==> src/sv/enst_pkg.sv <==
// Package: widths, class codes and register indexes for the event noise signal tagger.
package enst_pkg;
    localparam int MAX_SIGNALS = 64;
    localparam int TIME_BITS   = 24;
    localparam int IDX_BITS    = $clog2(MAX_SIGNALS);
    localparam int CNT_BITS    = $clog2(MAX_SIGNALS + 1);

    localparam logic [1:0] CLS_NEUTRAL = 2'd0;
    localparam logic [1:0] CLS_LOW     = 2'd1;
    localparam logic [1:0] CLS_REAL    = 2'd2;
    localparam logic [1:0] CLS_SUSP    = 2'd3;

    localparam logic [1:0] REG_ENERGY_CUT = 2'd0;
    localparam logic [1:0] REG_CHI_CUT    = 2'd1;
    localparam logic [1:0] REG_MULT_CUT   = 2'd2;
    localparam logic [1:0] REG_WINDOW     = 2'd3;

    localparam logic [1:0] ST_CLEAN   = 2'd0;
    localparam logic [1:0] ST_KEPT    = 2'd1;
    localparam logic [1:0] ST_PARTIAL = 2'd2;
    localparam logic [1:0] ST_FULL    = 2'd3;

    // One stored signal: time, class and noise mark
    typedef struct packed {
        logic [TIME_BITS-1:0] t;
        logic [1:0]           cls;
        logic                 mark;
    } entry_t;
endpackage

==> src/sv/event_noise_signal_tagger_unit.sv <==
// Top level: signal store, pairwise coincidence sequencer and result stream.
//
// Signals are loaded at one word per cycle; loading a signal also clears its noise
// mark, which sits beside time and class in the signal store. The word with
// last_signal set starts the event scan: each stored signal i is fetched and, if
// suspicious, the store is swept over all n entries (a blocking pass looking for
// real signals in the window) and, if the suspicious signal is unblocked, swept
// again (a marking pass that writes marks back), one memory read per cycle. In the
// result phase each result word takes one store read and one output load, and the
// output waits while the receiver stalls; the block then returns to loading. The
// sweeps are set by the single read port of the signal store. Input is not accepted
// while an event is scanned or emitted.
module event_noise_signal_tagger_unit (
    input  logic        clk,
    input  logic        rst_n,
    input  logic        s_axis_tvalid,
    output logic        s_axis_tready,
    input  logic [55:0] s_axis_tdata,   // energy[15:0], chi_square[31:16], signal_time[55:32]
    input  logic        s_axis_tlast,   // last_signal
    output logic        m_axis_tvalid,
    input  logic        m_axis_tready,
    output logic [15:0] m_axis_tdata,   // signal_index[5:0], remove[6], event_status[8:7],
                                        // remaining_count[15:9]
    output logic        m_axis_tlast,   // last_result
    input  logic        cfg_valid,
    output logic        cfg_ready,
    input  logic [1:0]  cfg_index,
    input  logic [23:0] cfg_data
);
    import enst_pkg::*;

    localparam logic [2:0] S_LOAD = 3'd0, S_SCAN = 3'd1, S_WAIT = 3'd2,
                           S_MARK = 3'd3, S_NEXT = 3'd4, S_EMIT = 3'd5,
                           S_OUT  = 3'd6;

    logic signed [15:0]   ecut_reg;
    logic [15:0]          ccut_reg;
    logic [6:0]           mcut_reg;
    logic [23:0]          win_reg;

    entry_t               mem [MAX_SIGNALS];
    entry_t               rd_reg;
    logic [IDX_BITS-1:0]  rd_addr;
    logic                 rd_en;
    logic                 wr_en;
    logic [IDX_BITS-1:0]  wr_addr;
    entry_t               wr_data;

    logic [2:0]           st_reg;
    logic [CNT_BITS-1:0]  cnt_reg;
    logic [CNT_BITS-1:0]  i_reg, j_reg;   // sweep counters
    logic                 pass_reg;       // 0 blocking pass, 1 marking pass
    logic                 vld_reg;        // rd_reg holds entry j_reg-1
    logic                 blk_reg, any_reg;
    entry_t               cur_reg;        // entry i
    logic [CNT_BITS-1:0]  nmark_reg;
    logic [CNT_BITS-1:0]  o_reg;
    logic                 ovld_reg;
    logic [15:0]          odata_reg;
    logic                 olast_reg;

    logic signed [15:0] e_in;
    logic [15:0]        chi_in;
    logic [1:0]         cls_in;
    logic [TIME_BITS-1:0] dt;
    logic               near;
    logic [CNT_BITS-1:0] j_prev;
    logic               mark_hit;
    logic               removing;
    logic [CNT_BITS-1:0] remaining;
    logic [1:0]         status;
    logic               out_free;

    assign cfg_ready = 1'b1;
    assign e_in   = s_axis_tdata[15:0];
    assign chi_in = s_axis_tdata[31:16];
    assign s_axis_tready = (st_reg == S_LOAD);
    assign out_free = !ovld_reg || m_axis_tready;

    // Classify incoming signal
    always_comb
    begin
        if (e_in > ecut_reg)
            cls_in = CLS_REAL;
        else if (e_in < ecut_reg)
            cls_in = (chi_in > ccut_reg) ? CLS_SUSP : CLS_LOW;
        else
            cls_in = CLS_NEUTRAL;
    end

    // Time coincidence of the entry read back against entry i
    always_comb
    begin
        dt = (rd_reg.t > cur_reg.t) ? rd_reg.t - cur_reg.t : cur_reg.t - rd_reg.t;
        near = dt < win_reg;
    end

    // Mark a low-energy entry in the window that is not yet marked
    assign j_prev   = j_reg - 1'b1;
    assign mark_hit = (st_reg == S_MARK) && pass_reg && vld_reg && near &&
                      (rd_reg.cls == CLS_LOW || rd_reg.cls == CLS_SUSP) && !rd_reg.mark;

    assign removing  = nmark_reg > mcut_reg;
    assign remaining = removing ? cnt_reg - nmark_reg : cnt_reg;
    always_comb
    begin
        if (removing)
            status = (remaining == '0) ? ST_FULL : ST_PARTIAL;
        else
            status = any_reg ? ST_KEPT : ST_CLEAN;
    end

    // Memory port control
    always_comb
    begin
        wr_en        = s_axis_tvalid && s_axis_tready && (cnt_reg < CNT_BITS'(MAX_SIGNALS));
        wr_addr      = cnt_reg[IDX_BITS-1:0];
        wr_data.t    = s_axis_tdata[32 +: TIME_BITS];
        wr_data.cls  = cls_in;
        wr_data.mark = 1'b0;
        if (mark_hit)
        begin
            wr_en        = 1'b1;
            wr_addr      = j_prev[IDX_BITS-1:0];
            wr_data      = rd_reg;
            wr_data.mark = 1'b1;
        end
        rd_en   = 1'b0;
        rd_addr = j_reg[IDX_BITS-1:0];
        if ((st_reg == S_SCAN || st_reg == S_MARK) && j_reg < cnt_reg)
            rd_en = 1'b1;
        if (st_reg == S_NEXT)
        begin
            rd_en   = 1'b1;
            rd_addr = i_reg[IDX_BITS-1:0];
        end
        if (st_reg == S_EMIT && o_reg < cnt_reg)
        begin
            rd_en   = 1'b1;
            rd_addr = o_reg[IDX_BITS-1:0];
        end
    end

    always_ff @(posedge clk)
    begin
        if (wr_en)
            mem[wr_addr] <= wr_data;
        if (rd_en)
            rd_reg <= mem[rd_addr];
    end

    // Configuration registers
    always_ff @(posedge clk or negedge rst_n)
    begin
        if (!rst_n)
        begin
            ecut_reg <= 16'sd100;
            ccut_reg <= 16'd512;
            mcut_reg <= 7'd0;
            win_reg  <= 24'd40000;
        end
        else if (cfg_valid)
        begin
            case (cfg_index)
                REG_ENERGY_CUT: ecut_reg <= cfg_data[15:0];
                REG_CHI_CUT:    ccut_reg <= cfg_data[15:0];
                REG_MULT_CUT:   mcut_reg <= cfg_data[6:0];
                REG_WINDOW:     win_reg  <= cfg_data;
                default:        ;
            endcase
        end
    end

    // Sequencer: load, scan each i over all j, emit
    always_ff @(posedge clk or negedge rst_n)
    begin
        if (!rst_n)
        begin
            st_reg <= S_LOAD; cnt_reg <= '0; i_reg <= '0; j_reg <= '0;
            pass_reg <= 1'b0; vld_reg <= 1'b0; blk_reg <= 1'b0; any_reg <= 1'b0;
            nmark_reg <= '0; o_reg <= '0; ovld_reg <= 1'b0;
            cur_reg <= '0; odata_reg <= '0; olast_reg <= 1'b0;
        end
        else
        begin
            if (ovld_reg && m_axis_tready && st_reg != S_OUT)
                ovld_reg <= 1'b0;
            case (st_reg)
                S_LOAD:
                begin
                    if (s_axis_tvalid)
                    begin
                        if (wr_en)
                            cnt_reg <= cnt_reg + 1'b1;
                        if (s_axis_tlast)
                        begin
                            i_reg <= '0;
                            st_reg <= S_NEXT;
                        end
                    end
                end
                S_NEXT:
                begin
                    // fetch entry i, or go to the result phase after the last entry
                    if (i_reg >= cnt_reg)
                    begin
                        o_reg <= '0;
                        st_reg <= S_EMIT;
                    end
                    else
                        st_reg <= S_WAIT;
                end
                S_WAIT:
                begin
                    cur_reg <= rd_reg;
                    j_reg <= '0; vld_reg <= 1'b0; blk_reg <= 1'b0; pass_reg <= 1'b0;
                    if (rd_reg.cls == CLS_SUSP)
                    begin
                        any_reg <= 1'b1;
                        st_reg <= S_SCAN;
                    end
                    else
                    begin
                        i_reg <= i_reg + 1'b1;
                        st_reg <= S_NEXT;
                    end
                end
                S_SCAN, S_MARK:
                begin
                    if (vld_reg)
                    begin
                        if (!pass_reg && rd_reg.cls == CLS_REAL && near)
                            blk_reg <= 1'b1;
                        if (mark_hit)
                            nmark_reg <= nmark_reg + 1'b1;
                    end
                    vld_reg <= (j_reg < cnt_reg);
                    if (j_reg < cnt_reg)
                        j_reg <= j_reg + 1'b1;
                    else
                    begin
                        j_reg <= '0;
                        if (!pass_reg && !(blk_reg || (vld_reg && rd_reg.cls == CLS_REAL
                            && near)))
                        begin
                            pass_reg <= 1'b1;
                            st_reg <= S_MARK;
                        end
                        else
                        begin
                            i_reg <= i_reg + 1'b1;
                            st_reg <= S_NEXT;
                        end
                    end
                end
                S_EMIT:
                begin
                    // read entry o, or close the event
                    if (o_reg < cnt_reg)
                        st_reg <= S_OUT;
                    else
                    begin
                        cnt_reg <= '0; nmark_reg <= '0;
                        any_reg <= 1'b0;
                        st_reg <= S_LOAD;
                    end
                end
                S_OUT:
                begin
                    // hold the entry until the output register frees up
                    if (out_free)
                    begin
                        ovld_reg  <= 1'b1;
                        odata_reg <= {7'(remaining), status, removing && rd_reg.mark,
                                      6'(o_reg)};
                        olast_reg <= (o_reg + 1'b1 == cnt_reg);
                        o_reg <= o_reg + 1'b1;
                        st_reg <= S_EMIT;
                    end
                end
                default: st_reg <= S_LOAD;
            endcase
        end
    end

    assign m_axis_tvalid = ovld_reg;
    assign m_axis_tdata  = odata_reg;
    assign m_axis_tlast  = olast_reg;
endmodule

==> config.mk <==
export PLATFORM = sky130hd
export DESIGN_NAME = event_noise_signal_tagger_unit
export DESIGN_NICKNAME = d
export VERILOG_FILES = /design/src/sv/enst_pkg.sv /design/src/sv/event_noise_signal_tagger_unit.sv
export SDC_FILE = /design/constraint.sdc
export NUM_CORES = 2
export LEC_CHECK = 0
export BUFFER_PORTS_ARGS = -buffer_cell sky130_fd_sc_hd__buf_2
export CAP_MARGIN = 20
export CORE_ASPECT_RATIO = 1.5
export CORE_UTILIZATION = 60
export CTS_BUF_LIST = sky130_fd_sc_hd__clkbuf_16
export CTS_CLUSTER_DIAMETER = 150
export DETAILED_ROUTE_END_ITERATION = 10
export GPL_TIMING_DRIVEN = 0
export PLACE_DENSITY = 0.76
export SYNTH_ARGS = -nofsm -noshare
export SYNTH_HDL_FRONTEND = slang
export SYNTH_SLANG_ARGS = --single-unit
==> constraint.sdc <==
create_clock -name clk -period 9.2 [get_ports clk]
set_input_delay 2.3 -clock clk [delete_from_list [all_inputs] [get_ports clk]]
set_output_delay 2.3 -clock clk [all_outputs]
set_load 0.05 [all_outputs]
==> impl_results.html <==
<table>
<tr><th>Metric</th><th>Value</th></tr>
<tr><th colspan="2">Outcome</th></tr>
<tr><td>Outcome</td><td>completed</td></tr>
<tr><th colspan="2">Clocking</th></tr>
<tr><td>Maximum clock path buffer count</td><td>3</td></tr>
<tr><td>Latest clock arrival within the worst-skew pair</td><td>0.84 ns</td></tr>
<tr><td>TritonCTS clock tree</td><td>built</td></tr>
<tr><td>Clock tree root buffer cell</td><td>sky130_fd_sc_hd__clkbuf_16</td></tr>
<tr><td>Sinks on Clock Net</td><td>1902</td></tr>
<tr><td>Hold bufs inserted after CTS</td><td>0</td></tr>
<tr><td>CTS HTree Levels</td><td>4</td></tr>
<tr><td>Setup repair bufs after CTS</td><td>0</td></tr>
<tr><td>Number of buffers created by CTS</td><td>166</td></tr>
<tr><td>Register clock-pin slew on the reported worst setup and hold paths</td><td>0.07 ns</td></tr>
<tr><th colspan="2">Route</th></tr>
<tr><td># DRC</td><td>0</td></tr>
<tr><td>Via count</td><td>55000</td></tr>
<tr><td>Vias per inst</td><td>6.66</td></tr>
<tr><td>Final routed wirelength across all metal layers</td><td>264 mm</td></tr>
<tr><td>Average wire length per cell after detail routing</td><td>32.0 um</td></tr>
<tr><td>Drt first pass iters</td><td>8</td></tr>
<tr><td>Final antenna-violating net count</td><td>0</td></tr>
<tr><td>Iter 0 DRT Violations</td><td>7643</td></tr>
<tr><th colspan="2">Logic synthesis</th></tr>
<tr><td>Most used DFF post-synth</td><td>sky130_fd_sc_hd__edfxtp_1</td></tr>
<tr><td>Avg Inst Size Synth</td><td>13.4 um2</td></tr>
<tr><td>Warnings, synthesis</td><td>0</td></tr>
<tr><td>Async S/R FF share, synth</td><td>7.73%</td></tr>
<tr><td>Yosys reg bits</td><td>1902</td></tr>
<tr><td>Number of flops mapped to enable cells by yosys</td><td>1755</td></tr>
<tr><td>Instance count of the mapped netlist</td><td>5972</td></tr>
<tr><td>Syn Nets</td><td>6204</td></tr>
<tr><td>Post-synthesis instance area</td><td>0.0799 mm2</td></tr>
<tr><td>Distinct cells, synth</td><td>84</td></tr>
<tr><td>Register area share after synthesis</td><td>70.6%</td></tr>
<tr><th colspan="2">Placed design</th></tr>
<tr><td>Port-buffer cells</td><td>106</td></tr>
<tr><td>Post-Place Cell Area</td><td>0.0855 mm2</td></tr>
<tr><td>Routability congestion estimate</td><td>1.03</td></tr>
<tr><td>Detailed placement HPWL</td><td>186 mm</td></tr>
<tr><td>Pre-CTS setup slack</td><td>0.0198 ns</td></tr>
<tr><th colspan="2">Worst setup path</th></tr>
<tr><td>Crit-path max FO</td><td>13</td></tr>
<tr><td>Launching element type of the critical path</td><td>register</td></tr>
<tr><td>Crit Path Class</td><td>reg2reg</td></tr>
<tr><td>Setup crit end kind</td><td>register</td></tr>
<tr><td>End point of the critical path</td><td>mem[36][2]$_DFFE_PP_</td></tr>
<tr><td>Required time at the endpoint of the critical path</td><td>9.86 ns</td></tr>
<tr><td>Reg-to-reg endpoint</td><td>mem[36][2]$_DFFE_PP_</td></tr>
<tr><td>Reg2reg start</td><td>rd_reg[19]$_DFFE_PP_</td></tr>
<tr><td>Critical-path cell with the highest stage delay</td><td>sky130_fd_sc_hd__clkdlybuf4s15_1</td></tr>
<tr><td>Arrival time of the worst setup path</td><td>9.53 ns</td></tr>
<tr><td>Cells on worst reg2reg path</td><td>27</td></tr>
<tr><td>Register-to-register setup slack</td><td>0.33 ns</td></tr>
<tr><td>Slowest cell delay on critical path</td><td>0.80 ns</td></tr>
<tr><td>Start point of the critical path</td><td>rd_reg[19]$_DFFE_PP_</td></tr>
<tr><th colspan="2">STA</th></tr>
<tr><td>Hold Fails Final Rpt</td><td>0</td></tr>
<tr><td>Layout Skew</td><td>0.0418 ns</td></tr>
<tr><td>Number of max-slew violations in the final report</td><td>0</td></tr>
<tr><td>Final sum of negative setup slack</td><td>0 ns</td></tr>
<tr><td>Transition at the pin with the smallest max-transition slack</td><td>1.25 ns</td></tr>
<tr><td>Min cycle time layout</td><td>8.87 ns</td></tr>
<tr><td>Worst path setup slack after routing</td><td>0.333 ns</td></tr>
<tr><td>Worst slew margin relative to its limit</td><td>17.0%</td></tr>
<tr><td>Finish-stage setup viols</td><td>0</td></tr>
<tr><td>Portion of the clock cycle consumed by the worst path in the final layout</td><td>96.4%</td></tr>
<tr><td>Max Fclk</td><td>113 MHz</td></tr>
<tr><th colspan="2">Finish</th></tr>
<tr><td>Total number of nets in the final design</td><td>6602</td></tr>
<tr><td>Number of filler cells placed in the layout</td><td>8709</td></tr>
<tr><td>Post-Layout Inst Area</td><td>0.0910 mm2</td></tr>
<tr><td>Fraction of layout cells with a size suffix above 1</td><td>14.0%</td></tr>
<tr><td>Area growth from synthesis to layout</td><td>14.0%</td></tr>
<tr><td>Flip-flop count of the largest register after layout</td><td>1728</td></tr>
<tr><th colspan="2">Die</th></tr>
<tr><td>Die outline area</td><td>0.135 mm2</td></tr>
<tr><td>Area of the core</td><td>0.132 mm2</td></tr>
<tr><td>Die Ht</td><td>449 um</td></tr>
<tr><td>Die Width</td><td>300 um</td></tr>
<tr><td># IOs</td><td>108</td></tr>
<tr><td>Initial Utilization</td><td>60.6%</td></tr>
<tr><td>Row Count</td><td>163</td></tr>
<tr><th colspan="2">GRT</th></tr>
<tr><td>Maximum number of pins on one net before global-route repair</td><td>76</td></tr>
<tr><td>Remaining Overflow, GRT</td><td>0</td></tr>
<tr><td>Global-route usage over all layers</td><td>39.4%</td></tr>
<tr><td>Number of global-route vias before repair</td><td>53400</td></tr>
<tr><td>First-pass GRT wire length</td><td>372 mm</td></tr>
<tr><td>Number of antenna violations at the first check in global routing</td><td>27</td></tr>
<tr><th colspan="2">Min path</th></tr>
<tr><td>Hold WC Path Type</td><td>reg2reg</td></tr>
<tr><th colspan="2">Power and ir drop</th></tr>
<tr><td>Share of power burned in registers</td><td>55.2%</td></tr>
<tr><td>Power per cell area</td><td>195 mW/mm2</td></tr>
<tr><td>Sw frac</td><td>22.8%</td></tr>
<tr><td>Power Internal</td><td>0.0137 W</td></tr>
<tr><td>Leakage</td><td>31.4 nW</td></tr>
<tr><td>Clock network fraction of total power</td><td>38.7%</td></tr>
<tr><td>Net switching component of the power</td><td>0.00406 W</td></tr>
<tr><td>Combinational share of power</td><td>6.1%</td></tr>
<tr><td>Max VDD drop</td><td>0.190 mV</td></tr>
<tr><th colspan="2">Flow run</th></tr>
<tr><td>Max-capacitance violation count</td><td>0</td></tr>
</table>
==> critical path, delay by kind of cell (launching register included) <==
| kind | cells | cell delay, ns |
|---|---|---|
| xor+xnor | 1 | 0.21 |
| fa+ha+maj | 2 | 0.62 |
| compound gates | 8 | 2.97 |
| buf+inv | 9 | 2.68 |
| flops | 1 | 0.40 |
| simple gates | 7 | 1.79 |
==> stage by stage <==
| step | total power (W) | hold WS, ns | std cells | utilization [%] |
|---|---|---|---|---|
| floorplan | 0.0105 | 0.448 | 5972 | - |
| detailed placement | 0.0111 | 0.458 | 7926 | 64.9 |
| global route | 0.0181 | 0.492 | 8243 | 69.1 |
| finish | 0.0178 | 0.471 | 8258 | 69.1 |
| CTS | 0.0177 | 0.480 | 8227 | 69.0 |
| global placement | 0.0110 | 0.446 | 7810 | 62.7 |
==> worst min-delay path by stage <==
stage | slack (ns) | cells after the start | endpoint | from
finish | 0.47 | 2 | m_axis_tdata[0]$_DFFE_PN0P_ | m_axis_tdata[0]$_DFFE_PN0P_
global route | 0.49 | 1 | m_axis_tdata[9]$_DFFE_PN0P_ | m_axis_tdata[9]$_DFFE_PN0P_
CTS | 0.48 | 2 | m_axis_tdata[5]$_DFFE_PN0P_ | m_axis_tdata[5]$_DFFE_PN0P_
detailed placement | 0.46 | 2 | m_axis_tdata[15]$_DFFE_PN0P_ | m_axis_tdata[15]$_DFFE_PN0P_
global placement | 0.45 | 2 | m_axis_tdata[10]$_DFFE_PN0P_ | m_axis_tdata[10]$_DFFE_PN0P_
floorplan | 0.45 | 2 | vld_reg$_DFFE_PN0N_ | vld_reg$_DFFE_PN0N_
==> cell families (layout without fill, tap and decap cells) <==
group | after synthesis | after routing | share of synthesized area (%)
xor+xnor | 45 | 45 | 0.494
buf+inv | 492 | 1023 | 2.68
simple gates | 2219 | 2219 | 12.0
flops | 1902 | 1902 | 70.6
fa+ha+maj | 144 | 144 | 2.28
compound gates | 887 | 887 | 7.27
other cells | 1 | 24 | 0.00470
mux | 282 | 282 | 4.61
==> synthesized netlist by cell type, drive strengths merged (64+ instances only) <==
| cell | instances | area [um2] |
|---|---|---|
| dfrtp | 138 | 3450 |
| a21oi | 283 | 1420 |
| mux2 | 96 | 1080 |
| o21ai | 145 | 726 |
| edfxtp | 1755 | 52700 |
| a31oi | 89 | 557 |
| ha | 141 | 1760 |
| clkbuf | 172 | 646 |
| buf | 175 | 947 |
| inv | 145 | 544 |
| nor2 | 215 | 837 |
| mux2i | 129 | 1320 |
| nand3 | 480 | 2400 |
| nand2 | 1273 | 4780 |
| nor3 | 64 | 332 |
==> power groups by stage <==
stage / Sequential [W] / Combinational, W / Clock (W)
CTS: 0.00981 / 0.00106 / 0.00686
floorplan: 0.0100 / 0.000441 / 0
finish: 0.00981 / 0.00109 / 0.00689
global placement: 0.0102 / 0.000835 / 0
global route: 0.00982 / 0.00113 / 0.00717
detailed placement: 0.0100 / 0.00106 / 0
==> cells in the final DEF (no fill, tap or decap), types with 47 or more instances in the layout <==
master	Yosys	final
sky130_fd_sc_hd__nor2_1	207	143
sky130_fd_sc_hd__mux2i_1	126	126
sky130_fd_sc_hd__edfxtp_1	1755	1755
sky130_fd_sc_hd__o21ai_0	138	115
sky130_fd_sc_hd__a31oi_1	89	84
sky130_fd_sc_hd__a32oi_1	48	47
sky130_fd_sc_hd__nor3_1	63	63
sky130_fd_sc_hd__a21o_1	47	47
sky130_fd_sc_hd__a21oi_1	283	281
sky130_fd_sc_hd__ha_1	141	141
sky130_fd_sc_hd__nand3_1	480	480
sky130_fd_sc_hd__buf_12	0	61
sky130_fd_sc_hd__mux2_2	70	70
sky130_fd_sc_hd__dfrtp_1	138	138
sky130_fd_sc_hd__buf_2	127	233
sky130_fd_sc_hd__nand2_1	1273	1272
sky130_fd_sc_hd__nor2_4	2	65
sky130_fd_sc_hd__mux4_2	57	57
sky130_fd_sc_hd__inv_1	145	174
sky130_fd_sc_hd__clkbuf_16	0	167
sky130_fd_sc_hd__clkbuf_1	172	168
==> what timing repair did <==
action | in CTS | in global routing
gates resized for setup | 1 | 6
setup endpoints to repair | 43 | 637
endpoints found under the hold margin | 0 | 0
==> area by class of cell <==
cell class | count | area (um2) | share of cell area, %
Sequential cell | 1902 | 56400 | 61.9
Multi-Input combinational cell | 3578 | 22300 | 24.5
Clock buffer | 167 | 4180 | 4.59
Timing Repair Buffer | 230 | 2630 | 2.89
Tap cell | 1732 | 2170 | 2.38
Buffer | 347 | 1610 | 1.76
Clock inverter | 134 | 1130 | 1.24
Inverter | 145 | 544 | 0.598
Antenna cell | 23 | 57.6 | 0.0632
==> per-layer routing <==
| layer | wire length (um) | global-route usage (%) | up-vias |
|---|---|---|---|
| met2 | 126000 | 64.0 | 3968 |
| met5 | 115 | 0 | - |
| met4 | 28600 | 33.3 | 14 |
| li1 | - | - | 23100 |
| met3 | 29200 | 11.1 | 1127 |
| met1 | 80100 | 42.5 | 26800 |
Note: power is estimated with default switching activity, not from simulation.
